### src/hw/rtl/led_frame_store_serial_shift_out_top_defines.svh
// Assertion macros for the LED frame store.
// Expects clk and arst_n in the scope where a macro is used.
`ifndef LED_FRAME_STORE_SERIAL_SHIFT_OUT_TOP_DEFINES_SVH
`define LED_FRAME_STORE_SERIAL_SHIFT_OUT_TOP_DEFINES_SVH

// Clocked property, off while reset is asserted
`define LFS_ASSERT(lbl, prop, msg) \
	lbl: assert property (@(posedge clk) disable iff (!arst_n) prop) else $error(msg);

// Same-cycle implication
`define LFS_ASSERT_IMPLY(lbl, ante, cons, msg) \
	`LFS_ASSERT(lbl, (ante) |-> (cons), msg)

`endif

### src/hw/rtl/lfs_pkg.sv
// Shared types and constants for the LED frame store.
// No dependencies.
`timescale 1ns / 1ps
`default_nettype none

package lfs_pkg;

	localparam int LED_COUNT_DEF    = 12;
	localparam int CHANNEL_BITS_DEF = 12;

	localparam int CMD_W    = 2;
	localparam int LED_IN_W = 4;
	localparam int COLOR_W  = 8;
	localparam int CH_W     = 6;
	localparam int GAP_W    = 8;
	localparam int BIT_W    = 4;
	localparam int CFG_IDX_W = 1;
	localparam int CFG_W    = 8;

	// LED number that moves to the far end of the string
	localparam int REMAP_LED = 6;

	localparam logic [CH_W-1:0]  GAP_AFTER_RST  = CH_W'(18);
	localparam logic [GAP_W-1:0] GAP_CLOCKS_RST = GAP_W'(72);

	localparam logic [CFG_IDX_W-1:0] CFG_GAP_AFTER  = 1'b0;
	localparam logic [CFG_IDX_W-1:0] CFG_GAP_CLOCKS = 1'b1;

	typedef enum logic [CMD_W-1:0] {
		CMD_WRITE = 2'd0,
		CMD_READ  = 2'd1,
		CMD_START = 2'd2,
		CMD_TICK  = 2'd3
	} cmd_t;

	typedef enum logic [1:0] {
		PH_IDLE  = 2'd0,
		PH_SHIFT = 2'd1,
		PH_GAP   = 2'd2,
		PH_LATCH = 2'd3
	} phase_t;

	// Slot order inside one LED row of the store
	typedef enum logic [1:0] {
		SLOT_RED   = 2'd0,
		SLOT_BLUE  = 2'd1,
		SLOT_GREEN = 2'd2
	} slot_t;

	typedef struct packed {
		logic             capture;
		logic             load;
		logic             sel_bit;
		logic [BIT_W-1:0] bit_idx;
		logic             clock_pulse;
		logic             latch_pulse;
		logic             rd_en;
		logic             wr_en;
		logic             busy;
		logic             ch_start;
		logic             ch_dec;
	} ctrl_cmd_t;

endpackage

`default_nettype wire

### src/hw/rtl/lfs_ctrl.sv
// Frame sequencer: phase FSM, bit/channel/gap counters, handshake and config.
// Depends on lfs_pkg and the assertion macro header.
`timescale 1ns / 1ps
`default_nettype none
`include "led_frame_store_serial_shift_out_top_defines.svh"

module lfs_ctrl import lfs_pkg::*; #(
	parameter int LED_COUNT    = LED_COUNT_DEF,
	parameter int CHANNEL_BITS = CHANNEL_BITS_DEF
) (
	input  wire logic                 clk,
	input  wire logic                 arst_n,
	input  wire logic                 item_valid,
	input  wire logic [CMD_W-1:0]     item_cmd,
	output logic                      item_ready,
	input  wire logic                 result_ready,
	output logic                      result_valid,
	input  wire logic                 cfg_we,
	input  wire logic [CFG_IDX_W-1:0] cfg_index,
	input  wire logic [CFG_W-1:0]     cfg_wdata,
	output ctrl_cmd_t                 ctl
);

	localparam int NUM_CH = LED_COUNT * 3;

	phase_t             phase_q, phase_d;
	cmd_t               cmd_q;
	logic [CH_W-1:0]    ch_q, ch_d;
	logic [BIT_W-1:0]   bit_q, bit_d;
	logic [GAP_W-1:0]   gap_q, gap_d;
	logic [CH_W-1:0]    gap_after_q;
	logic [GAP_W-1:0]   gap_clocks_q;
	logic               work_q;
	logic               result_valid_q;
	logic               accept;
	logic               step;
	logic               adv;

	assign item_ready   = !work_q;
	assign result_valid = result_valid_q;

	always_ff @(posedge clk or negedge arst_n) begin
		if (!arst_n) begin
			gap_after_q  <= GAP_AFTER_RST;
			gap_clocks_q <= GAP_CLOCKS_RST;
		end else if (cfg_we) begin
			case (cfg_index)
				CFG_GAP_AFTER:  gap_after_q  <= cfg_wdata[CH_W-1:0];
				CFG_GAP_CLOCKS: gap_clocks_q <= cfg_wdata[GAP_W-1:0];
				default: ;
			endcase
		end
	end

	always_ff @(posedge clk or negedge arst_n) begin
		if (!arst_n) begin
			phase_q        <= PH_IDLE;
			ch_q           <= '0;
			bit_q          <= '0;
			gap_q          <= '0;
			work_q         <= 1'b0;
			result_valid_q <= 1'b0;
		end else begin
			phase_q <= phase_d;
			ch_q    <= ch_d;
			bit_q   <= bit_d;
			gap_q   <= gap_d;
			if (accept) begin
				work_q <= 1'b1;
			end else if (step) begin
				work_q <= 1'b0;
			end
			if (step) begin
				result_valid_q <= 1'b1;
			end else if (result_ready) begin
				result_valid_q <= 1'b0;
			end
		end
	end

	always_ff @(posedge clk) begin
		if (accept) begin
			cmd_q <= cmd_t'(item_cmd);
		end
	end

	always_comb begin
		phase_d = phase_q;
		ch_d    = ch_q;
		bit_d   = bit_q;
		gap_d   = gap_q;
		adv     = 1'b0;
		ctl     = '0;
		accept  = item_valid && !work_q;
		step    = work_q && (!result_valid_q || result_ready);
		ctl.capture = accept;
		ctl.load    = step;
		ctl.bit_idx = bit_q;
		if (step) begin
			if (cmd_q == CMD_TICK) begin
				case (phase_q)
					PH_SHIFT: begin
						ctl.sel_bit     = 1'b1;
						ctl.clock_pulse = 1'b1;
						if (bit_q != '0) begin
							bit_d = bit_q - BIT_W'(1);
						end else if (ch_q == gap_after_q && gap_clocks_q != '0) begin
							gap_d   = gap_clocks_q;
							phase_d = PH_GAP;
						end else begin
							adv = 1'b1;
						end
					end
					PH_GAP: begin
						ctl.clock_pulse = 1'b1;
						gap_d = gap_q - GAP_W'(1);
						if (gap_q == GAP_W'(1)) begin
							adv = 1'b1;
						end
					end
					PH_LATCH: begin
						ctl.latch_pulse = 1'b1;
						phase_d = PH_IDLE;
					end
					default: ;
				endcase
			end else if (phase_q == PH_IDLE) begin
				case (cmd_q)
					CMD_WRITE: ctl.wr_en = 1'b1;
					CMD_READ:  ctl.rd_en = 1'b1;
					CMD_START: begin
						ch_d         = CH_W'(NUM_CH - 1);
						bit_d        = BIT_W'(CHANNEL_BITS - 1);
						gap_d        = '0;
						phase_d      = PH_SHIFT;
						ctl.ch_start = 1'b1;
					end
					default: ;
				endcase
			end
		end
		// end of a channel: next one down, or latch after channel zero
		if (adv) begin
			if (ch_q == '0) begin
				phase_d = PH_LATCH;
			end else begin
				ch_d       = ch_q - CH_W'(1);
				bit_d      = BIT_W'(CHANNEL_BITS - 1);
				phase_d    = PH_SHIFT;
				ctl.ch_dec = 1'b1;
			end
		end
		ctl.busy = (phase_d != PH_IDLE);
	end

	`LFS_ASSERT_IMPLY(a_bit_range, phase_q == PH_SHIFT, bit_q <= BIT_W'(CHANNEL_BITS - 1),
		"bit counter beyond channel width")
	`LFS_ASSERT_IMPLY(a_ch_range, phase_q != PH_IDLE, ch_q < CH_W'(NUM_CH),
		"channel index beyond store")
	`LFS_ASSERT_IMPLY(a_gap_nonzero, phase_q == PH_GAP, gap_q != '0,
		"gap phase with empty gap counter")
	`LFS_ASSERT_IMPLY(a_latch_last, phase_q == PH_LATCH, ch_q == '0,
		"latch reached before channel zero")

endmodule

`default_nettype wire

### config.mk
export PLATFORM = sky130hd
export DESIGN_NAME = lfs_ctrl
export DESIGN_NICKNAME = d
export VERILOG_FILES = /design/src/hw/rtl/lfs_pkg.sv /design/src/hw/rtl/lfs_ctrl.sv
export VERILOG_INCLUDE_DIRS = /design/src /design/src/hw/rtl
export SDC_FILE = /design/constraint.sdc
export NUM_CORES = 1
export LEC_CHECK = 0
export ABC_CLOCK_PERIOD_IN_PS = 4800
export BUFFER_PORTS_ARGS = -buffer_cell sky130_fd_sc_hd__buf_2
export CORE_MARGIN = 5
export CORE_UTILIZATION = 50
export CTS_BUF_LIST = sky130_fd_sc_hd__clkbuf_4
export DETAILED_ROUTE_END_ITERATION = 10
export GPL_TIMING_DRIVEN = 1
export PLACE_DENSITY_LB_ADDON = 0.1
export REMOVE_ABC_BUFFERS = 1
export SLEW_MARGIN = 10
export SYNTH_ARGS = -nofsm -noshare
export SYNTH_HDL_FRONTEND = slang
export SYNTH_SLANG_ARGS = --single-unit
### constraint.sdc
create_clock -name clk -period 4.8 [get_ports clk]
set_input_delay 0.96 -clock clk [delete_from_list [all_inputs] [get_ports clk]]
set_output_delay 0.96 -clock clk [all_outputs]
set_load 0.02 [all_outputs]
Word level (Yosys, flattened, before mapping)
Index checks and enable logic that the tools add are counted.
{ "word_totals": {"reg_bits": 38, "latch_bits": 0, "ramBits": 0, "romBits": 0, "output_inout_bits": 16, "word_cells": 100, "memories": 0} }
{ "op_classes": {"n_addsub": 3, "mul": 0, "div_mod_pow": 0, "order_cmp": 0, "n_eq_ne": 11, "shift": 0, "mux": 56, "bitwise": 1, "n_reduce_logical": 20} }
{ "op_table": {"columns": ["cell", "count"], "rows": [
  ["8-bit two-way mux", 5],
  ["4-bit two-way mux", 9],
  ["6-bit two-way mux", 6],
  ["1-bit two-way mux", 22],
  ["2-bit two-way mux", 11],
  ["8-bit case mux with 2 select lines", 1],
  ["2-bit nonzero test", 5],
  ["2-bit == test (second input constant)", 4],
  ["8-bit by 1-bit == test with 1-bit output (second input constant)", 1],
  ["8-bit nonzero test", 1],
  ["8-bit by 1-bit subtractor with 8-bit output (second input constant)", 1],
  ["6-bit == test", 1],
  ["6-bit logical NOT", 1],
  ["3-bit != test (second input constant)", 2],
  ["6-bit AND reduction", 1],
  ["6-bit by 1-bit subtractor with 6-bit output (second input constant)", 1],
  ["2-bit by 1-bit == test with 1-bit output (second input constant)", 2],
  ["2-bit logical NOT", 2],
  ["2-bit case mux with 2 select lines", 1],
  ["2-bit AND reduction", 2],
  ["4-bit nonzero test", 1],
  ["4-bit by 1-bit subtractor with 4-bit output (second input constant)", 1],
  ["1-bit logical AND", 3],
  ["3-bit by 1-bit != test with 1-bit output (second input constant)", 1],
  ["5 further kinds", 6]
]} }

Depth between registers and ports, before layout
{ "depth": {"word_depth": 9, "mapped_depth": 10, "ltp_nobuf": 9} }

Worst setup path after synthesis
OpenSTA, ideal clock, no wires.
{ "synth_path": {"path_type": "input port to output port", "startpoint": "in result_ready", "endpoint": "out ctl[2] in the netlist's numbering", "arrival_time_ns": 2.114, "path_slack_ns": 1.726, "path_stages": 6, "path_buffers": 1, "cell_sequence": "nand2b_1 > nand3_1 > nor2_1 > clkbuf_1 > o2bb2ai_1 > nand2_1"} }
{ "synth_lines": {"columns": ["element", "line", "rtl"], "rows": [
  ["start: declaration", "lfs_ctrl.sv:16", "input wire logic result_ready,"],
  ["end: declaration", "lfs_ctrl.sv:21", "output ctrl_cmd_t ctl"]
]} }

==> run_results.csv <==
group,metric,value,unit
setup_path,timing.rr.start,"phase_q[0]",
setup_path,reg2reg_to,"ch_q[2]",
status,status,"finished, final reports clean",
drt,wl_per_cell,14.7,microns
setup_path,max_stage_delay,0.49,ns
grt,grt_pass1_vias,1611,
die,ios,32,
synth,ys_types,50,
synth,syn_area_per_cell,10.2,sq um
timing,finalCritPeriodShare,75.3,%
clock_tree,cts_max_level,2,
finish,num_antenna_cells,0,
grt,globalRoute.totalOverflow,0,
pwr,p_leak,1.12,nW
timing,fin_skew,0.0154,ns
clock_tree,cts-root-buf,"clkbuf_4",
place,dpl.hpwl,3350,microns
synth,yosysWarnings,0,
synth,synthesis.area,0.00219,sq mm
setup_path,critPathLaunch,"phase_q[0]",
grt,grt_start_max_net_pins,37,
pwr,clkPwrFrac,19.7,%
die,die-height,76.1,microns
finish,post_route_cells_drive_above_1_share,27.4,%
pwr,powerDensity,450,mW/mm^2
setup_path,endpoint,"ctl[0]",
timing,fin_tns_setup,0,ns
finish,layout_common_cells,"dfrtp_1 (32), buf_2 (31), inv_1 (15)",
setup_path,r2r_setup_slack,2.13,ns
setup_path,worstSetupPathType,"reg2out",
drt,dr.first_iter.drc_count,131,
synth,ys_seq_area_share,44.2,%
grt,grtUsageTotal,16.4,%
hold_path,min_path_type,"reg2reg",
clock_tree,cts_hold_buf,0,
pwr,power_frac_seq,43.4,%
synth,ys_seq_elements,38,
finish,num-nets-final,273,
die,row_count,24,
setup_path,cp.arrival,2.66,ns
drt,ant_nets,0,
timing,fmax,277,MHz
setup_path,crit_path_start_kind,"register",
timing,tightest_slew,0.804,ns
drt,routed_wl,4400,microns
clock_tree,numCtsBuffers,5,
synth,synth-edff-count,2,
synth,ys.flop_type,"dfrtp_1",
place,gp_congestion,0.857,
clock_tree,clk_latency,0.34,ns
die,die_area,0.00579,sq mm
drt,drt-pass1-iter-count,4,
clock_tree,clockBufferDepth,2,
synth,async_reset_ff_share,94.7,%
place,io_buffers,31,
pwr,p_sw_share,39.2,%
pwr,pwr-share-comb,36.9,%
timing,drv_slew,0,
die,core_area,0.00429,sq mm
clock_tree,clk_pin_slew,0.12,ns
clock_tree,cts_setup_buffers,0,
drt,vias_per_cell,5.61,
timing,hold_viol_final,0,
drt,remaining_drc_errors,0,
setup_path,cp-end-kind,"output pin",
timing,setup_viol,0,
place,placed_area,0.00237,sq mm
pwr,ir_drop,0.184,mV
finish,areaGrowthSynthToFinish,12.0,%
finish,fin_area,0.00245,sq mm
clock_tree,ctsResizeCount,0,
flow_run,cap_violations,0,
drt,vias,1683,
setup_path,crit_fanout,17,
timing,worst_slew_margin_rel,46.2,%
die,initial_core_util,50.9,%
pwr,switchingPower,0.000432,W
die,die_x,76.1,microns
finish,layout_commonest_cell,"dfrtp_1",
setup_path,crit_chain,"inv_1, ha_1, nor4bb_1, nand3_1, a21oi_4, buf_2",
synth,syn_inst,215,
timing,rsz0062_at_grt,"no",
timing,post-route-min-period,3.62,ns
clock_tree,cts_tree,"yes",
setup_path,r2r_cells,7,
grt,antenna_found_initial,0,
grt,grt_pass1_wl,7930,microns
clock_tree,clkSinkCount,38,
setup_path,required,3.84,ns
pwr,p_int,0.000669,W
finish,final_util,57.0,%
setup_path,crit_slowest_cell,"ha_1",
kinds of logic (layout without fill, tap and decap cells):
logic type	count (synthesis)	after routing	share of synthesized area, %
buf+inv	21	54	4.29
compound gates	45	45	14.2
mux	19	19	9.56
xor+xnor	7	7	2.80
simple gates	75	75	19.2
fa+ha+maj	10	10	5.72
flops	38	38	44.2
routing by layer:
layer / up-vias / track usage [%] / routed length, microns
met2: 33 / 25.7 / 2060
met4: 0 / 4.72 / 53
met1: 803 / 22.7 / 2140
li1: 842 / - / -
met3: 5 / 3.90 / 149
met5: - / 0 / 0
area by class of cell:
type / instances / area, sq um
inverters: 15 / 56.3
repair buffers: 31 / 155
clock buffers: 6 / 45.0
flip-flops and latches: 38 / 966
well taps: 52 / 65.1
clock inverters: 2 / 33.8
fillers: 401 / 1850
multi-input cells: 156 / 1130
critical path: cells and delay by family (launching register included):
kind	cells	cell delay, ns
flops	1	0.46
simple gates	2	0.59
compound gates	1	0.43
buf+inv	2	0.35
fa+ha+maj	1	0.49
power by group through the flow:
stage	logic [W]	clock network, W	registers (W)
2_1_floorplan	0.000279	0	0.000485
4_1_cts	0.000409	0.000223	0.000477
6_report	0.000406	0.000217	0.000477
3_3_place_gp	0.000406	0	0.000483
3_5_place_dp	0.000406	0	0.000484
5_1_grt	0.000461	0.000241	0.000492
Yosys cell counts (2+ instances only):
| master | count | share of area, % |
|---|---|---|
| a21oi_1 | 8 | 1.8 |
| a21oi_2 | 3 | 1.2 |
| a31oi_1 | 4 | 1.1 |
| and2_1 | 3 | 0.86 |
| and3_1 | 2 | 0.57 |
| and4_1 | 2 | 0.80 |
| buf_4 | 2 | 0.69 |
| clkbuf_1 | 3 | 0.52 |
| dfrtp_1 | 32 | 37 |
| dfstp_2 | 4 | 4.8 |
| edfxtp_1 | 2 | 2.7 |
| ha_1 | 10 | 5.7 |
| inv_1 | 15 | 2.6 |
| mux2_2 | 14 | 7.2 |
| mux2i_1 | 4 | 1.8 |
| nand2_1 | 14 | 2.4 |
| nand2b_1 | 2 | 0.57 |
| nand3_1 | 7 | 1.6 |
| nand3b_1 | 2 | 0.69 |
| nand4_1 | 2 | 0.57 |
| nor2_1 | 13 | 2.2 |
| nor2b_1 | 6 | 1.7 |
| nor3_1 | 11 | 2.5 |
| nor4_2 | 3 | 1.7 |
| o21ai_0 | 14 | 3.2 |
| o311ai_1 | 2 | 0.80 |
| o31ai_1 | 3 | 1.0 |
| xor2_1 | 6 | 2.4 |
per-stage QoR:
stage / power, W / cells / hold slack, ns / setup slack, ns
after floorplan: 0.000764 / 209 / 0.472 / 1.62
after global placement: 0.000890 / 292 / 0.501 / 1.46
after detailed placement: 0.000890 / 292 / 0.504 / 1.40
after CTS: 0.00111 / 300 / 0.528 / 1.19
after global routing: 0.00119 / 300 / 0.560 / 0.987
final: 0.00110 / 300 / 0.532 / 1.18
worst min path at each step:
stage,from,endpoint,slack (ns),depth (start not counted)
finish,gap_q[1],gap_q[1],0.53,2
global placement,gap_q[1],gap_q[1],0.50,2
floorplan,gap_q[1],gap_q[1],0.47,2
CTS,gap_q[6],gap_q[6],0.53,1
detailed placement,gap_q[1],gap_q[1],0.50,2
global route,gap_after_q[3],gap_after_q[3],0.56,1
registers in the layout, indices dropped and copies added (netlist names):
name / cells
work_q: 1
gap_clocks_q: 8
phase_q: 2
gap_after_q: 6
gap_q: 8
result_valid: 1
bit_q: 4
ch_q: 6
cmd_q: 2
Power figures use the tool's default switching activity.
