===== config.mk =====
export PLATFORM = sky130hd
export DESIGN_NAME = lfs_datapath
export DESIGN_NICKNAME = d
export VERILOG_FILES = /design/src/hw/rtl/led_frame_store_serial_shift_out_top_defines.svh /design/src/hw/rtl/lfs_pkg.sv /design/src/hw/rtl/lfs_datapath.sv
export SDC_FILE = /design/constraint.sdc
export NUM_CORES = 1
export LEC_CHECK = 0
export ABC_AREA = 1
export BUFFER_PORTS_ARGS = -buffer_cell sky130_fd_sc_hd__buf_2
export CAP_MARGIN = 20
export CORE_ASPECT_RATIO = 1.2
export CORE_MARGIN = 3
export CORE_UTILIZATION = 55
export CTS_CLUSTER_DIAMETER = 200
export DETAILED_ROUTE_END_ITERATION = 8
export HOLD_SLACK_MARGIN = 0.05
export PLACE_DENSITY_LB_ADDON = 0.25
export SLEW_MARGIN = 20
export SYNTH_ARGS = -nofsm -noshare
export SYNTH_HDL_FRONTEND = slang
export SYNTH_SLANG_ARGS = --single-unit

===== constraint.sdc =====
create_clock -name clk -period 3.25 [get_ports clk]
set_clock_uncertainty 0.15 [all_clocks]
set_input_delay 0.65 -clock clk [delete_from_list [all_inputs] [get_ports clk]]
set_output_delay 0.65 -clock clk [all_outputs]
set_load 0.05 [all_outputs]

===== src/hw/rtl/led_frame_store_serial_shift_out_top_defines.svh =====
// Assertion macros for the LED frame store.
// Expects clk and arst_n in the scope where a macro is used.
`ifndef LED_FRAME_STORE_SERIAL_SHIFT_OUT_TOP_DEFINES_SVH
`define LED_FRAME_STORE_SERIAL_SHIFT_OUT_TOP_DEFINES_SVH

// Clocked property, off while reset is asserted
`define LFS_ASSERT(lbl, prop, msg) \
	lbl: assert property (@(posedge clk) disable iff (!arst_n) prop) else $error(msg);

// Same-cycle implication
`define LFS_ASSERT_IMPLY(lbl, ante, cons, msg) \
	`LFS_ASSERT(lbl, (ante) |-> (cons), msg)

`endif


===== src/hw/rtl/lfs_pkg.sv =====
// Shared types and constants for the LED frame store.
// No dependencies.
`timescale 1ns / 1ps
`default_nettype none

package lfs_pkg;

	localparam int LED_COUNT_DEF    = 12;
	localparam int CHANNEL_BITS_DEF = 12;

	localparam int CMD_W    = 2;
	localparam int LED_IN_W = 4;
	localparam int COLOR_W  = 8;
	localparam int CH_W     = 6;
	localparam int GAP_W    = 8;
	localparam int BIT_W    = 4;
	localparam int CFG_IDX_W = 1;
	localparam int CFG_W    = 8;

	// LED number that moves to the far end of the string
	localparam int REMAP_LED = 6;

	localparam logic [CH_W-1:0]  GAP_AFTER_RST  = CH_W'(18);
	localparam logic [GAP_W-1:0] GAP_CLOCKS_RST = GAP_W'(72);

	localparam logic [CFG_IDX_W-1:0] CFG_GAP_AFTER  = 1'b0;
	localparam logic [CFG_IDX_W-1:0] CFG_GAP_CLOCKS = 1'b1;

	typedef enum logic [CMD_W-1:0] {
		CMD_WRITE = 2'd0,
		CMD_READ  = 2'd1,
		CMD_START = 2'd2,
		CMD_TICK  = 2'd3
	} cmd_t;

	typedef enum logic [1:0] {
		PH_IDLE  = 2'd0,
		PH_SHIFT = 2'd1,
		PH_GAP   = 2'd2,
		PH_LATCH = 2'd3
	} phase_t;

	// Slot order inside one LED row of the store
	typedef enum logic [1:0] {
		SLOT_RED   = 2'd0,
		SLOT_BLUE  = 2'd1,
		SLOT_GREEN = 2'd2
	} slot_t;

	typedef struct packed {
		logic             capture;
		logic             load;
		logic             sel_bit;
		logic [BIT_W-1:0] bit_idx;
		logic             clock_pulse;
		logic             latch_pulse;
		logic             rd_en;
		logic             wr_en;
		logic             busy;
		logic             ch_start;
		logic             ch_dec;
	} ctrl_cmd_t;

endpackage

`default_nettype wire


===== src/hw/rtl/lfs_datapath.sv =====
// Color store, channel row/slot tracking and result register.
// Depends on lfs_pkg; driven by ctrl_cmd_t from lfs_ctrl.
`timescale 1ns / 1ps
`default_nettype none

module lfs_datapath import lfs_pkg::*; #(
	parameter int LED_COUNT = LED_COUNT_DEF
) (
	input  wire logic                clk,
	input  wire logic                arst_n,
	input  wire ctrl_cmd_t           ctl,
	input  wire logic [CMD_W-1:0]    item_cmd,
	input  wire logic [LED_IN_W-1:0] item_led,
	input  wire logic [COLOR_W-1:0]  item_red,
	input  wire logic [COLOR_W-1:0]  item_green,
	input  wire logic [COLOR_W-1:0]  item_blue,
	output logic                     data_bit,
	output logic                     clock_pulse,
	output logic                     latch_pulse,
	output logic [COLOR_W-1:0]       read_red,
	output logic [COLOR_W-1:0]       read_green,
	output logic [COLOR_W-1:0]       read_blue,
	output logic                     busy_res
);

	localparam int LED_W = $clog2(LED_COUNT);
	localparam int RW    = LED_W + 1;
	localparam int ROW_W = 3 * COLOR_W;

	// one row per LED: {red, blue, green}
	logic [ROW_W-1:0]     color_mem [LED_COUNT];
	logic [LED_COUNT-1:0] row_valid_q;

	logic [RW-1:0]      led_x;
	logic [RW-1:0]      remap;
	logic               in_range;
	logic [LED_W-1:0]   rd_addr;
	logic [LED_W-1:0]   addr_q;
	logic               in_range_q;
	logic [COLOR_W-1:0] red_q, green_q, blue_q;
	logic [ROW_W-1:0]   rd_data_q;
	logic               rd_valid_q;
	logic [ROW_W-1:0]   rd_row;
	logic [LED_W-1:0]   row_q;
	slot_t              slot_q;
	logic [COLOR_W-1:0] chan_val;
	logic [15:0]        chan_word;

	logic               data_bit_q, clock_pulse_q, latch_pulse_q, busy_q;
	logic [COLOR_W-1:0] read_red_q, read_green_q, read_blue_q;

	always_comb begin
		led_x = RW'(item_led);
		if (led_x == RW'(REMAP_LED)) begin
			remap = RW'(LED_COUNT - 1);
		end else if (led_x > RW'(REMAP_LED)) begin
			remap = led_x - RW'(1);
		end else begin
			remap = led_x;
		end
		in_range = remap < RW'(LED_COUNT);
		if (item_cmd == CMD_TICK) begin
			rd_addr = row_q;
		end else if (in_range) begin
			rd_addr = remap[LED_W-1:0];
		end else begin
			rd_addr = '0;
		end
	end

	always_ff @(posedge clk) begin
		if (ctl.capture) begin
			rd_data_q  <= color_mem[rd_addr];
			addr_q     <= rd_addr;
			in_range_q <= in_range;
			red_q      <= item_red;
			green_q    <= item_green;
			blue_q     <= item_blue;
		end
		if (ctl.load && ctl.wr_en && in_range_q) begin
			color_mem[addr_q] <= {red_q, blue_q, green_q};
		end
	end

	always_ff @(posedge clk or negedge arst_n) begin
		if (!arst_n) begin
			row_valid_q <= '0;
			rd_valid_q  <= 1'b0;
			row_q       <= '0;
			slot_q      <= SLOT_RED;
		end else begin
			if (ctl.capture) begin
				rd_valid_q <= row_valid_q[rd_addr];
			end
			if (ctl.load && ctl.wr_en && in_range_q) begin
				row_valid_q[addr_q] <= 1'b1;
			end
			if (ctl.ch_start) begin
				row_q  <= LED_W'(LED_COUNT - 1);
				slot_q <= SLOT_GREEN;
			end else if (ctl.ch_dec) begin
				case (slot_q)
					SLOT_RED: begin
						slot_q <= SLOT_GREEN;
						row_q  <= row_q - LED_W'(1);
					end
					SLOT_BLUE:  slot_q <= SLOT_RED;
					SLOT_GREEN: slot_q <= SLOT_BLUE;
					default:    slot_q <= SLOT_RED;
				endcase
			end
		end
	end

	// never-written rows read as zero
	assign rd_row = rd_valid_q ? rd_data_q : '0;

	always_comb begin
		case (slot_q)
			SLOT_RED:   chan_val = rd_row[3*COLOR_W-1:2*COLOR_W];
			SLOT_BLUE:  chan_val = rd_row[2*COLOR_W-1:COLOR_W];
			SLOT_GREEN: chan_val = rd_row[COLOR_W-1:0];
			default:    chan_val = '0;
		endcase
		// value times 16; bit index always stays below the channel width
		chan_word = {4'b0000, chan_val, 4'b0000};
	end

	always_ff @(posedge clk) begin
		if (ctl.load) begin
			data_bit_q    <= ctl.sel_bit && chan_word[ctl.bit_idx];
			clock_pulse_q <= ctl.clock_pulse;
			latch_pulse_q <= ctl.latch_pulse;
			busy_q        <= ctl.busy;
			if (ctl.rd_en && in_range_q) begin
				read_red_q   <= rd_row[3*COLOR_W-1:2*COLOR_W];
				read_blue_q  <= rd_row[2*COLOR_W-1:COLOR_W];
				read_green_q <= rd_row[COLOR_W-1:0];
			end else begin
				read_red_q   <= '0;
				read_blue_q  <= '0;
				read_green_q <= '0;
			end
		end
	end

	assign data_bit    = data_bit_q;
	assign clock_pulse = clock_pulse_q;
	assign latch_pulse = latch_pulse_q;
	assign read_red    = read_red_q;
	assign read_green  = read_green_q;
	assign read_blue   = read_blue_q;
	assign busy_res    = busy_q;

endmodule

`default_nettype wire


Word-level counts from Yosys, hierarchy flattened:

Memory sizes are Yosys's and may differ from the RTL's. A register that Yosys moved wholly into a read port is not among the register bits.
Cells that the tools add are included.

* flip-flop bits (word level): 76
* latch bits: 0
* bits in writable memories: 288
* bits in read-only memories: 0
* input port bits: 46
* logic and storage cells: 59
* memories kept: 1

Memories
* color_mem: depth 12, width 24, read ports 1, clocked after memory_dff 1, wr ports 1, line lfs_datapath.sv:31 `logic [ROW_W-1:0] color_mem [LED_COUNT];`

* $add $sub $neg: 2
* $mul: 0
* div/mod/pow operators: 0
* order comparisons: 6
* equal/unequal tests: 4
* shift-type cells: 0
* multiplexer cells: 20
* bitwise gates (word level): 1
* reduce and logical (&&, ||, !) cells: 9

Operators with widths (number)
* $mux 24: 1
* $pmux 8 s3: 1
* $mux 4: 5
* $lt 4x5->1 const B: 3
* $or 12x12->12: 1
* $mux 5: 2
* $bmux 1 s4: 2
* $logic_and 1x1->1: 5
* $lt 5x4->1 const B: 1
* $mux 1: 5
* $sub 4x1->5 const B: 1
* $demux 1 s4: 1
* $eq 2x2->1 const B: 2
* $eq 4x3->1 const B: 1
* $ge 4x1->1 const B: 1
* $gt 4x3->1 const B: 1
* $mux 2: 2
* $pmux 2 s2: 1
* $reduce_bool 2->1: 2
* $sub 4x1->4 const B: 1
* $eq 2x1->1 const B: 1
* $logic_not 2->1: 1
* $reduce_and 2->1: 1

Depth between registers and ports, before layout:

Gate-level depths: netlist (run 1).

* depth after elaboration: 8
* gate-level depth with buffers: 17

Worst setup path before layout (run 1):

No wires, ideal clock.

* kind: input to register
* start point: input ctl[12] (netlist name)
* end point: memory color_mem[4][0] (netlist name), enable pin
* setup time: 405 ps
* data arrival time: 2058 ps
* setup slack: 637 ps
* cell stages on the path: 3
* buffers on the path: 0
* cell sequence: and3_1 -> nand3_1 -> nor2_1

* longest elaborated chain between the ends: 4

RTL lines
* start, declared: line lfs_datapath.sv:11 `input wire ctrl_cmd_t ctl,`
* $logic_and 1x1->1 (2 in series): line lfs_datapath.sv:80 `if (ctl.load && ctl.wr_en && in_range_q) begin`
* $mux 1: line lfs_datapath.sv:80
* $mux 1 (not written as such): line lfs_datapath.sv:81 `color_mem[addr_q] <= {red_q, blue_q, green_q};`
* end, declared: line lfs_datapath.sv:31

Every way passes these cells.

Final worst setup path (run 1):

* start point: input item_led[0]
* end point: register rd_data_q[10], read port of color_mem (data pin)

* longest elaborated chain between the ends: 6
* elaborated cells between the ends (all ways): 8
* those cells by class: 1 x add/sub; 2 x order compare; 1 x eq/ne; 4 x mux

RTL lines
* start, declared: line lfs_datapath.sv:13 `input wire logic [LED_IN_W-1:0] item_led,`
* $sub 4x1->5 or $gt 4x3->1 (tied branches): line lfs_datapath.sv:57, lfs_datapath.sv:56
* $mux 5: line lfs_datapath.sv:56 `end else if (led_x > RW'(REMAP_LED)) begin`
* $mux 5 *: line lfs_datapath.sv:54 `if (led_x == RW'(REMAP_LED)) begin`
* $lt 5x4->1 *: line lfs_datapath.sv:61 `in_range = remap < RW'(LED_COUNT);`
* via in_range: line lfs_datapath.sv:36 `logic in_range;`
* $mux 4 *: line lfs_datapath.sv:64 `end else if (in_range) begin`
* $mux 4 *: line lfs_datapath.sv:62 `if (item_cmd == CMD_TICK) begin`
* end, declared: line lfs_datapath.sv:41 `logic [ROW_W-1:0] rd_data_q;`

The timed path passes the listed nets; every way through them passes the cells marked *.
A chain may end at the register's enable or synchronous reset.

==> results.md, run 1 <==
- Met2 usage: between 30% and 40%
- Total clock buffers created by CTS: 38
- Number of hold-slack violations in the final timing report: 0
- Mux share of post-synthesis cell area: 0%
- Result of the run: finished, final reports clean
- Total number of H-tree levels: 2
- Highest attainable clock frequency: 404 MHz
- Kind of end point of the critical path: flip-flop
- Number of DRC violations after detailed-routing iteration 0: approximately 850
- Placer Congestion: between 0.8 and 0.9
- Maximum count of clock buffers along a single path: 3
- Clock period minus final worst setup slack: between 2000 and 2500 ps
- Placed Instances: between 1500 and 2000
- Total global routing track utilization: roughly 22%
- Share of the synthesized area in compound gates (AO/OA/AOI/OAI): 4.42%
- PD cells: approximately 630 nW/um2
- CTS Hold Buffers Added: 1
- Number of warnings issued by yosys: 0
- Library cell with the largest summed area after synthesis: sky130_fd_sc_hd__edfxtp_1
- Signal arrival time at the worst endpoint: between 2000 and 3000 ps
- Top fanout value on the critical path: 73
- First-pass DRT Iterations: 5
- Leakage: between 6 and 7 nW
- Drt drc: 0
- Via count of the first global-routing pass: between 9000 and 10000
- Final TNS setup: 0 ps
- Peak supply drop: 0.352 mV
- Area of the die: ~30000 um2
- Vias: approximately 10000
- RSZ-0062 raised after global routing: false
- Max-Slew Margin vs Limit: between 40% and 50%
- Met1 track demand over resource in global routing: about 29%
- Xor/xnor cell area share of the yosys netlist: 0.169%
- Chip Width: 159 um
- Switching power share of the total: between 20% and 30%
- Count of instances resized after the clock tree is built: 0
- Top cell type's share of synthesized area: 71.5%
- Worst Hold Class: primary input to flip-flop
- Most utilized layer in the global route result: met2
- Total setup buffers inserted after CTS: 0
- Number of storage elements in the synthesis netlist: roughly 390
- Sequential share of power: about 53%
- Placeable core region: approximately 27000 um2
- Wire length of the first global-routing pass: around 52000 um
- Pin count of the biggest net entering global routing: 74
- Int Power: ~8.4 mW
- Die boundary height: 190 um
- Most used flip-flop cell after synthesis: sky130_fd_sc_hd__edfxtp_1
- I/O Buffers: 73
- Post-route setup slack: 774 ps
- Part of the total power dissipated in combinational logic: between 10% and 20%
- Sequential cell area fraction in the yosys report: between 70% and 80%
- Remaining antenna violation count after routing: 0
- Starting Density: a little under three fifths
- Part of the cycle the worst path needs: between 70% and 80%
- Global-route congestion overflow total: 0
- Net count of the mapped netlist: 1342
- Post-synthesis average cell area: 12.0 um2
- Switching power of the nets: 2.64 mW
- Power share of the clock group: 37.1%
- Initial antenna violation count: 0
- Antenna cells: 0
- Syn-to-layout area delta: 13.9%
- Per-cell routed wire length: 19.0 um
- Met3 usage: roughly 3.3%
- Category of the most critical setup path: primary input to flip-flop
- Layout cells sized above 1: 12.6%
- Non-Filler Instances: 1777
- Setup Slack @ Placement: between 200 and 300 ps
- Data required time of the critical path: around 3500 ps
- Root buffer selected by CTS: sky130_fd_sc_hd__clkbuf_16
- Count of unique library cells instantiated by Yosys: 29
- Number of nets in the finished design: about 1400
- Biggest area contributors in the synthesized netlist: sky130_fd_sc_hd__edfxtp_1 (71%), sky130_fd_sc_hd__nand2_1 (10%), sky130_fd_sc_hd__nand3_1 (4.8%)
- Slew at the pin with the worst max-slew slack: around 760 ps
- Total number of clock tree sinks: 388
- CTS tree: yes
- Count of flip-flops with a built-in enable after synthesis: around 370
- FFs w/ async S/R, synth: just under 5%
- I/O Pins: 74
- Post-synthesis adder-cell area fraction: less than 1%
- Sum of routed wire length over all layers: roughly 34000 um
- CP startpoint kind: primary input
- Simple-gate area share of the yosys netlist: 17.2%
- Rows: 66
- Area of the mapped netlist: between 15000 and 20000 um2
- Main combinational cell family by area after synthesis: simple AND/OR/NAND/NOR gates
- Final Slew Violations: 0
- Clock slew at reported path FFs: 60 ps
- Vias/cell: approximately 5.5
- Gate count after technology mapping: approximately 1300
- Endpoints failing setup: 0
- Insertion delay to the later sink of the worst-skew pair: roughly 520 ps
- Detailed placer's ending HPWL: roughly 19000 um
- Number of maximum-capacitance violations: 0
- Total power draw: about 11 mW
[power groups by stage]
stage          Clock (mW)  Sequential (mW)  Combinational, mW
2_1_floorplan           0             5.93              0.692
3_3_place_gp            0             5.91               1.11
3_5_place_dp            0             5.91               1.13
4_1_cts              4.17             5.81               1.14
5_1_grt              4.36             5.82               1.26
6_report             4.10             5.81               1.14
[cell usage in the layout, fill, tap and decap left out, types with 3 or more instances in the layout]
| cell type | Yosys | layout |
|---|---|---|
| sky130_fd_sc_hd__o22ai_1 | 11 | 11 |
| sky130_fd_sc_hd__nand3_1 | 148 | 148 |
| sky130_fd_sc_hd__buf_2 | 22 | 73 |
| sky130_fd_sc_hd__xor2_1 | 3 | 3 |
| sky130_fd_sc_hd__clkinv_2 | 0 | 4 |
| sky130_fd_sc_hd__o211ai_1 | 3 | 3 |
| sky130_fd_sc_hd__nor2_2 | 0 | 12 |
| sky130_fd_sc_hd__buf_12 | 0 | 11 |
| sky130_fd_sc_hd__buf_4 | 2 | 22 |
| sky130_fd_sc_hd__dfrtp_1 | 19 | 19 |
| sky130_fd_sc_hd__inv_1 | 61 | 61 |
| sky130_fd_sc_hd__o2111ai_1 | 8 | 8 |
| sky130_fd_sc_hd__ha_1 | 3 | 3 |
| sky130_fd_sc_hd__nor2_1 | 70 | 58 |
| sky130_fd_sc_hd__o21ai_1 | 26 | 25 |
| sky130_fd_sc_hd__clkbuf_16 | 0 | 39 |
| sky130_fd_sc_hd__o21ai_0 | 41 | 41 |
| sky130_fd_sc_hd__edfxtp_1 | 369 | 369 |
| sky130_fd_sc_hd__clkbuf_1 | 29 | 11 |
| sky130_fd_sc_hd__a21oi_1 | 32 | 32 |
| sky130_fd_sc_hd__nand2_1 | 423 | 423 |
| sky130_fd_sc_hd__clkinv_1 | 0 | 5 |
[final timing paths]
path	from	to	slack, ps	depth (start not counted)
setup / recovery	item_led[0]	rd_data_q[10]$_DFFE_PP_	770	16
hold / removal	item_blue[0]	blue_q[0]$_DFFE_PP_	160	1
setup reg to reg	in_range_q$_DFFE_PP_	color_mem[4][10]$_DFFE_PP_	1180	4
hold reg to reg	row_valid_q[1]$_DFFE_PN0P_	row_valid_q[1]$_DFFE_PN0P_	310	2
max in group asynchronous	arst_n	slot_q[0]$_DFFE_PN0P_	2180	2
min in group asynchronous	arst_n	row_q[3]$_DFFE_PN0P_	460	2
[layer usage]
metal / up-vias / wire [um] / share of wire [%]
met2: 367 / 16400 / 49
met1: 4725 / 13800 / 41
met3: 80 / 2280 / 6.8
met4: 0 / 1170 / 3.5
met5: - / 0 / 0
li1: 4661 / - / -
[cell usage after synthesis, types with 3 or more instances]
cell                        number
sky130_fd_sc_hd__nor2_1         70
sky130_fd_sc_hd__nand3_1       148
sky130_fd_sc_hd__o22ai_1        11
sky130_fd_sc_hd__dfrtp_1        19
sky130_fd_sc_hd__buf_2          22
sky130_fd_sc_hd__nand2_1       423
sky130_fd_sc_hd__o211ai_1        3
sky130_fd_sc_hd__a21oi_1        32
sky130_fd_sc_hd__o2111ai_1       8
sky130_fd_sc_hd__buf_6           3
sky130_fd_sc_hd__clkbuf_1       29
sky130_fd_sc_hd__xor2_1          3
sky130_fd_sc_hd__o21ai_0        41
sky130_fd_sc_hd__edfxtp_1      369
sky130_fd_sc_hd__buf_1           5
sky130_fd_sc_hd__ha_1            3
sky130_fd_sc_hd__inv_2           3
sky130_fd_sc_hd__inv_1          61
sky130_fd_sc_hd__o21ai_1        26
[critical path: stages]
cell                       delay (ps)
sky130_fd_sc_hd__buf_2            100
sky130_fd_sc_hd__inv_1            110
sky130_fd_sc_hd__ha_1             180
sky130_fd_sc_hd__nand3_2          140
sky130_fd_sc_hd__nand3_2          120
sky130_fd_sc_hd__nand4_2          170
sky130_fd_sc_hd__nand2_4          160
sky130_fd_sc_hd__nand2_4           70
sky130_fd_sc_hd__clkinv_2         150
sky130_fd_sc_hd__buf_12           310
sky130_fd_sc_hd__nand2_1          110
sky130_fd_sc_hd__nand2_1           90
sky130_fd_sc_hd__nand2_1           50
sky130_fd_sc_hd__nand3_1           90
sky130_fd_sc_hd__nand3_1           70
sky130_fd_sc_hd__nand2_1           80
[cells by family (layout without fill, tap and decap cells)]
group	Yosys count	in the layout
AND/OR/NAND/NOR	650	650
buffers and inverters	125	235
XOR/XNOR	3	3
AO/OA/AOI/OAI	124	124
adder cells (fa/ha/maj)	3	3
flip-flops	388	388
[layout make-up]
| class | instances | area (um2) |
|---|---|---|
| Sequential cell | 388 | 11600 |
| Fill cell | 2019 | 9760 |
| Multi-Input combinational cell | 780 | 3470 |
| Clock buffer | 52 | 1040 |
| Timing Repair Buffer | 107 | 761 |
| Tap cell | 374 | 468 |
| Inverter | 64 | 241 |
| Clock inverter | 12 | 111 |
[state kept, by name, indices dropped and copies added, names as in the netlist, 2 cells and up]
register and cells:
color_mem 288, rd_data_q 24, row_valid_q 12, blue_q 8, green_q 8, read_blue 8
read_green 8, read_red 8, red_q 8, addr_q 4, row_q 4, slot_q 2
[metrics by stage]
step	util [%]	instance area, um2	hold WS, ps
global placement	60.1	16500	290
finish	64.4	17700	155
detailed placement	60.1	16500	295
CTS	64.4	17700	141
global route	64.4	17700	139
floorplan	-	15500	204
Note: power is estimated with default switching activity, not from simulation.
==> inputs of run 2 (changes only) <==
Clock period 3.25 ns to 2.5 ns, I/O delays scaled along.
==> run 2 against run 1 <==
- final cell count grew 3.9%
- die area stayed put
- power grew 33%
- utilization rose by 2.8 points
- register-to-register slack got worse by 670 ps
- final area grew 4.4%
- global-route usage is 0.52 points higher
- sequential power increased by 30%
- wire length up 1.5%
- via count rose by 2.5%
- largest power group unchanged
==> results.md, run 2 (synthesis gave the netlist of run 1 again) <==
- Result of the run: finished, final reports clean
- Number of DRC violations after detailed-routing iteration 0: 908 (+7.5%)
- Pin count of the biggest net entering global routing: 43 (-42%)
- Worst Hold Class: primary input to flip-flop
- Detailed placer's ending HPWL: 20700 um (+9.0%)
- Register containing the most flip-flops in the final layout: color_mem
- Placeable core region: 27400 um2 (unchanged)
- Buffers & Inverters on Critical Path: 4 (unchanged)
- I/O Pins: 74 (unchanged)
- Critical Path Source: item_led[0]
- Endpoints failing setup: 0 (unchanged)
- Final TNS setup: 0 ps (unchanged)
- Number of hold-slack violations in the final timing report: 0 (unchanged)
- Root buffer selected by CTS: sky130_fd_sc_hd__clkbuf_16
- Part of the cycle the worst path needs: 87.0%
- Vias/cell: 5.46 (-1.4%)
- Total global routing track utilization: 22.9% (+0.52 points)
- Total setup buffers inserted after CTS: 0 (unchanged)
- Via count of the first global-routing pass: 9777 (+1.7%)
- Reg2reg start: slot_q[0]$_DFFE_PN0P_
- Insertion delay to the later sink of the worst-skew pair: 540 ps (+20 ps)
- Initial antenna violation count: 0 (unchanged)
- Signal arrival time at the worst endpoint: 2300 ps (-410 ps)
- Per-cell routed wire length: 18.5 um (-2.3%)
- Starting Density: 56.6% (unchanged)
- Leakage: 7.15 nW (+5.2%)
- Setup slack, reg-to-reg: 510 ps (-670 ps)
- Wire length of the first global-routing pass: 53500 um (+2.2%)
- Chip Width: 159 um (unchanged)
- Layout cells sized above 1: 14.6% (+2.0 points)
- Total number of H-tree levels: 2 (unchanged)
- Most common cell after layout, fill and taps aside: sky130_fd_sc_hd__nand2_1
- Highest attainable clock frequency: 460 MHz
- Peak supply drop: 0.643 mV (+83%)
- Total power draw: 14.6 mW (+33%)
- Maximum count of clock buffers along a single path: 3 (unchanged)
- Clock period minus final worst setup slack: 2180 ps
- Kind of end point of the critical path: flip-flop
- Syn-to-layout area delta: 18.9%
- Global-route congestion overflow total: 0 (unchanged)
- Top fanout value on the critical path: 29 (-60%)
- Drt drc: 0 (unchanged)
- PD cells: 795 nW/um2 (+27%)
- Area of the die: 30200 um2 (unchanged)
- Final Slew Violations: 0 (unchanged)
- Critical-path cell with the highest stage delay: sky130_fd_sc_hd__buf_12
- Category of the most critical setup path: primary input to flip-flop
- Number of nets in the finished design: 1493 (+4.6%)
- Total number of clock tree sinks: 388 (unchanged)
- Die boundary height: 190 um (unchanged)
- Cell family with the largest share of critical-path delay: buffers and inverters
- Max-Slew Margin vs Limit: 51.3% (+2.3 points)
- Slew at the pin with the worst max-slew slack: 729 ps (-35.6 ps)
- Clock slew at reported path FFs: 60 ps (about the same)
- RSZ-0062 raised after global routing: false
- Max FFs per register: 288 (unchanged)
- Reg2Reg Capture Point: data_bit$_DFFE_PP_
- Cell breakdown of the critical path: buf_2 -> inv_1 -> ha_1 -> nand3_2 -> buf_4 -> a21oi_1 -> nand2_1 -> o21ai_4 -> buf_12 -> a21oi_1 -> o21ai_1 -> nand3_1 -> nand3_1 -> nand2_1
- Registers with the most flip-flops: color_mem x288, rd_data_q x24, row_valid_q x12
- Vias: 10100 (+2.5%)
- CTS tree: yes
- Remaining antenna violation count after routing: 0 (unchanged)
- Logic depth of the worst register-to-register path: 7 (+3)
- Number of maximum-capacitance violations: 0 (unchanged)
- Placer Congestion: 0.821 (+1.4%)
- Sum of routed wire length over all layers: 34200 um (+1.5%)
- First-pass DRT Iterations: 6 (+1)
- CP startpoint kind: primary input
- Total clock buffers created by CTS: 39 (+2.6%)
- Antenna cells: 0 (unchanged)
- Filler cells: 1961 (-2.9%)
- Commonest cells after routing, fill and taps aside: sky130_fd_sc_hd__nand2_1 (423), sky130_fd_sc_hd__edfxtp_1 (369), sky130_fd_sc_hd__nand3_1 (148), sky130_fd_sc_hd__buf_2 (73), sky130_fd_sc_hd__inv_1 (61)
- Count of cell instances traversed by the critical path: 14 (-2)
- I/O Buffers: 73 (unchanged)
- Rows: 66 (unchanged)
- Timing endpoint of the critical path: rd_data_q[21]$_DFFE_PP_
- Crit path largest cell delay: 240 ps (-70 ps)
- Data required time of the critical path: 2620 ps (-860 ps)
run 2: cell count changes in the layout (fill, tap and decap cells not counted), sizes merged:
cell         change
inv              +2
buf             +35
dlygate4sd3     +29
clkbuf           +1
clkinvlp         +2
clkinv           +1
run 2: cell type report:
type	instances	area [um2]	area share (%)
Inverter	64	241	1.31
Timing Repair Buffer	171	1500	8.15
Multi-Input combinational cell	780	3470	18.8
Tap cell	374	468	2.54
Clock buffer	53	1050	5.69
Sequential cell	388	11600	62.7
Clock inverter	17	143	0.774
run 2: layer usage:
metal,vias to the layer above,global-route usage (%),share of wire (%)
li1,4799,-,-
met1,4757,31.3,40
met2,459,38.1,48
met3,67,3.22,8.5
met4,0,8.25,2.7
met5,-,0,0
run 2: where the power goes:
part / switching (mW) / leakage [nW] / internal [mW]
combinational: 1.06 / 2.99 / 0.567
clock: 2.30 / 0.574 / 3.15
sequential: 0.183 / 3.58 / 7.37
total: 3.55 / 7.15 / 11.1
run 2: worst min-delay path by stage:
| stage | to | startpoint | slack (ps) | cells after the start |
|---|---|---|---|---|
| 2_1_floorplan | rd_valid_q$_DFFE_PN0P_ | arst_n | 50 | 0 |
| 3_3_place_gp | row_valid_q[2]$_DFFE_PN0P_ | row_valid_q[2]$_DFFE_PN0P_ | 290 | 2 |
| 3_5_place_dp | row_valid_q[6]$_DFFE_PN0P_ | row_valid_q[6]$_DFFE_PN0P_ | 300 | 2 |
| 4_1_cts | data_bit$_DFFE_PP_ | ctl[11] | 170 | 2 |
| 5_1_grt | data_bit$_DFFE_PP_ | ctl[11] | 190 | 2 |
| 6_report | data_bit$_DFFE_PP_ | ctl[11] | 180 | 2 |
run 2: repair_timing:
| item | in CTS | in global routing |
|---|---|---|
| hold buffers | 30 | 0 |
| resized for setup | 0 | 0 |
| endpoints found under the hold margin | 48 | 0 |
run 2: per-stage QoR:
stage               cell area (um2)  worst slack [ps]  hold slack, ps  cells  utilization (%)
floorplan                     15500              37.0            54.4   1293                -
global placement              16900              -130             288   1747             61.8
detailed placement            16900              -192             295   1747             61.8
CTS                           18400               349             170   1847             67.2
global route                  18400               145             192   1847             67.2
finish                        18400               324             184   1847             67.2
==> inputs of run 3 (changes only) <==
Settings changed: GPL_ROUTABILITY_DRIVEN from default to 0, SETUP_SLACK_MARGIN from default to 0.5.
==> run 3 against run 2 <==
- largest power group unchanged
- clock-buffer cell count fell by 6
- sequential share of layout area fell by 4.0 points
- global-route usage increased by 1.7 points
- critical endpoint is now rd_data_q[13]$_DFFE_PP_
- via count up 5.4%
- register-to-register slack gained 50 ps
- utilization rose by 4.6 points
- final cell count increased by 1.8%
==> results.md, run 3 (synthesis gave the netlist of run 1 again) <==
- Chip Width: 159 um (unchanged)
- Via count of the first global-routing pass: 10100 (+3.6%)
- Maximum count of clock buffers along a single path: 3 (unchanged)
- Cell family with the largest share of critical-path delay: buffers and inverters
- Endpoints failing setup: 0 (unchanged)
- Signal arrival time at the worst endpoint: 2270 ps (-30 ps)
- Insertion delay to the later sink of the worst-skew pair: 510 ps (-30 ps)
- Remaining antenna violation count after routing: 0 (unchanged)
- Most common cell after layout, fill and taps aside: sky130_fd_sc_hd__nand2_1
- Pin count of the biggest net entering global routing: 42 (-2.3%)
- Placed Instances: 1751 (+0.23%)
- I/O Buffers: 73 (unchanged)
- Leakage: 7.65 nW (+7.1%)
- Peak supply drop: 0.456 mV (-29%)
- Per-cell routed wire length: 20.4 um (+10%)
- Register containing the most flip-flops in the final layout: color_mem
- Critical-path cell with the highest stage delay: sky130_fd_sc_hd__a21oi_4
- Placed Area: 17200 um2 (+1.6%)
- Area of the die: 30200 um2 (unchanged)
- CP startpoint kind: primary input
- Kind of end point of the critical path: flip-flop
- Commonest cells after routing, fill and taps aside: sky130_fd_sc_hd__nand2_1 (396), sky130_fd_sc_hd__edfxtp_1 (369), sky130_fd_sc_hd__nand3_1 (117), sky130_fd_sc_hd__buf_2 (70)
- Layout cells sized above 1: 22.4% (+7.8 points)
- Drt drc: 0 (unchanged)
- Setup Slack @ Placement: -327 ps (-135 ps)
- Rows: 66 (unchanged)
- Clock slew at reported path FFs: 60 ps (about the same)
- Total clock buffers created by CTS: 38 (-2.6%)
- Placeable core region: 27400 um2 (unchanged)
- Number of DRC violations after detailed-routing iteration 0: 1168 (+29%)
- Number of hold-slack violations in the final timing report: 0 (unchanged)
- Max-Slew Margin vs Limit: 49.4% (-1.9 points)
- Post-route setup slack: 343 ps (+18.2 ps)
- Starting Density: 56.6% (unchanged)
- Sum of routed wire length over all layers: 38500 um (+12%)
- Final TNS setup: 0 ps (unchanged)
- Worst Hold Class: primary input to flip-flop
- Root buffer selected by CTS: sky130_fd_sc_hd__clkbuf_16
- Max FFs per register: 288 (unchanged)
- Vias/cell: 5.65 (+3.5%)
- PD cells: 767 nW/um2 (-3.5%)
- Total global routing track utilization: 24.6% (+1.7 points)
- Detailed placer's ending HPWL: 20800 um (+0.86%)
- Number of maximum-capacitance violations: 0 (unchanged)
- CTS tree: yes
- Cell breakdown of the critical path: buf_12 -> inv_16 -> ha_4 -> inv_2 -> nand2_2 -> nand2_2 -> nand3_4 -> nand4_4 -> buf_6 -> buf_6 -> a21oi_4 -> buf_12 -> buf_12 -> nand3_1 -> nand3_1 -> nand2_1
- Total number of H-tree levels: 2 (unchanged)
- I/O Pins: 74 (unchanged)
- Highest attainable clock frequency: 464 MHz (+0.85%)
- Util after Layout: 71.8% (+4.6 points)
- Global-route congestion overflow total: 0 (unchanged)
- RSZ-0062 raised after global routing: true
- Registers with the most flip-flops: color_mem x288, rd_data_q x24, row_valid_q x12
- Number of nets in the finished design: 1529 (+2.4%)
- Cell area after layout: 19700 um2 (+6.8%)
- Initial antenna violation count: 0 (unchanged)
- Top fanout value on the critical path: 8 (-72%)
- Data required time of the critical path: 2620 ps (about the same)
- First-pass DRT Iterations: 7 (+1)
- Filler cells: 1766 (-9.9%)
- Worst path most repeated cell: sky130_fd_sc_hd__buf_12
- Part of the cycle the worst path needs: 86.3% (-0.73 points)
- Slew at the pin with the worst max-slew slack: 757 ps (+28.5 ps)
- Final Slew Violations: 0 (unchanged)
- Total number of clock tree sinks: 388 (unchanged)
- Wire length of the first global-routing pass: 57400 um (+7.1%)
- Non-Filler Instances: 1881 (+1.8%)
- Die boundary height: 190 um (unchanged)
- Category of the most critical setup path: primary input to flip-flop
- Result of the run: finished, final reports clean
- Vias: 10600 (+5.4%)
- Crit path largest cell delay: 220 ps (-20 ps)
- Antenna cells: 0 (unchanged)
- Syn-to-layout area delta: 26.9%
- Buffers & Inverters on Critical Path: 7 (+3)
- Clock period minus final worst setup slack: 2160 ps (-18.2 ps)
[run 3: changes by cell type in the layout (fill, tap and decap cells not counted), moves of 7 or more]
cell | previous run | this run
sky130_fd_sc_hd__nand3_1 | 148 | 117
sky130_fd_sc_hd__nand3_2 | 2 | 31
sky130_fd_sc_hd__nand2_1 | 423 | 396
sky130_fd_sc_hd__nand2_2 | 0 | 19
sky130_fd_sc_hd__o21ai_0 | 41 | 24
sky130_fd_sc_hd__buf_12 | 26 | 40
sky130_fd_sc_hd__buf_6 | 0 | 12
sky130_fd_sc_hd__nor2_4 | 0 | 11
sky130_fd_sc_hd__o21ai_2 | 0 | 11
sky130_fd_sc_hd__a21oi_1 | 32 | 24
sky130_fd_sc_hd__nor2_2 | 12 | 4
sky130_fd_sc_hd__o21ai_1 | 25 | 32
[run 3: area by class of cell]
type	count	area [um2]	area share, %
sequential	388	11600	58.7
multi-input combinational	781	3950	20.1
timing repair buffer	207	2280	11.6
clock buffer	47	985	5.00
tap	374	468	2.38
inverter	64	275	1.40
clock inverter	20	156	0.795
[run 3: where the power goes]
part	total [mW]	switching, mW	internal (mW)
registers	7.55	0.179	7.37
clock network	5.29	2.29	3.01
logic	2.24	1.32	0.922
total	15.1	3.78	11.3
[run 3: final timing paths]
kind / startpoint / to / slack [ps] / depth (start not counted)
min reg2reg: row_valid_q[0]$_DFFE_PN0P_ / row_valid_q[0]$_DFFE_PN0P_ / 310 / 2
max reg2reg: in_range_q$_DFFE_PP_ / color_mem[7][14]$_DFFE_PP_ / 560 / 4
max: item_led[0] / rd_data_q[13]$_DFFE_PP_ / 340 / 16
min: ctl[0] / slot_q[0]$_DFFE_PN0P_ / 70 / 2
min in group asynchronous: arst_n / row_q[0]$_DFFE_PN0P_ / 320 / 2
max in group asynchronous: arst_n / slot_q[1]$_DFFE_PN0P_ / 1560 / 2
[run 3: worst reg2reg max path, cell delays in order, from the launching register on]
cell                       delay, ps
sky130_fd_sc_hd__edfxtp_1        370
sky130_fd_sc_hd__and3_1          280
sky130_fd_sc_hd__nand3_1         330
sky130_fd_sc_hd__nor2_2          240
sky130_fd_sc_hd__buf_12          250
[run 3: what timing repair did]
action,CTS,global route
buffers inserted,14,6
setup endpoints to repair,43,43
pin swaps,31,32
endpoints found under the hold margin,47,0
gates resized for setup,67,71
hold buffers,29,0
gates cloned,8,6
[run 3: routing by layer]
layer	wire (um)	track usage, %
met4	1320	9.13
met2	19200	41.9
met1	14600	32.5
met3	3350	3.55
met5	0	0
[run 3: metrics by stage]
step                hold slack (ps)  power, mW
detailed placement              298       9.38
floorplan                      54.4       8.67
CTS                            51.7       14.9
global placement                288       9.34
global route                   65.9       15.6
finish                         67.1       15.1
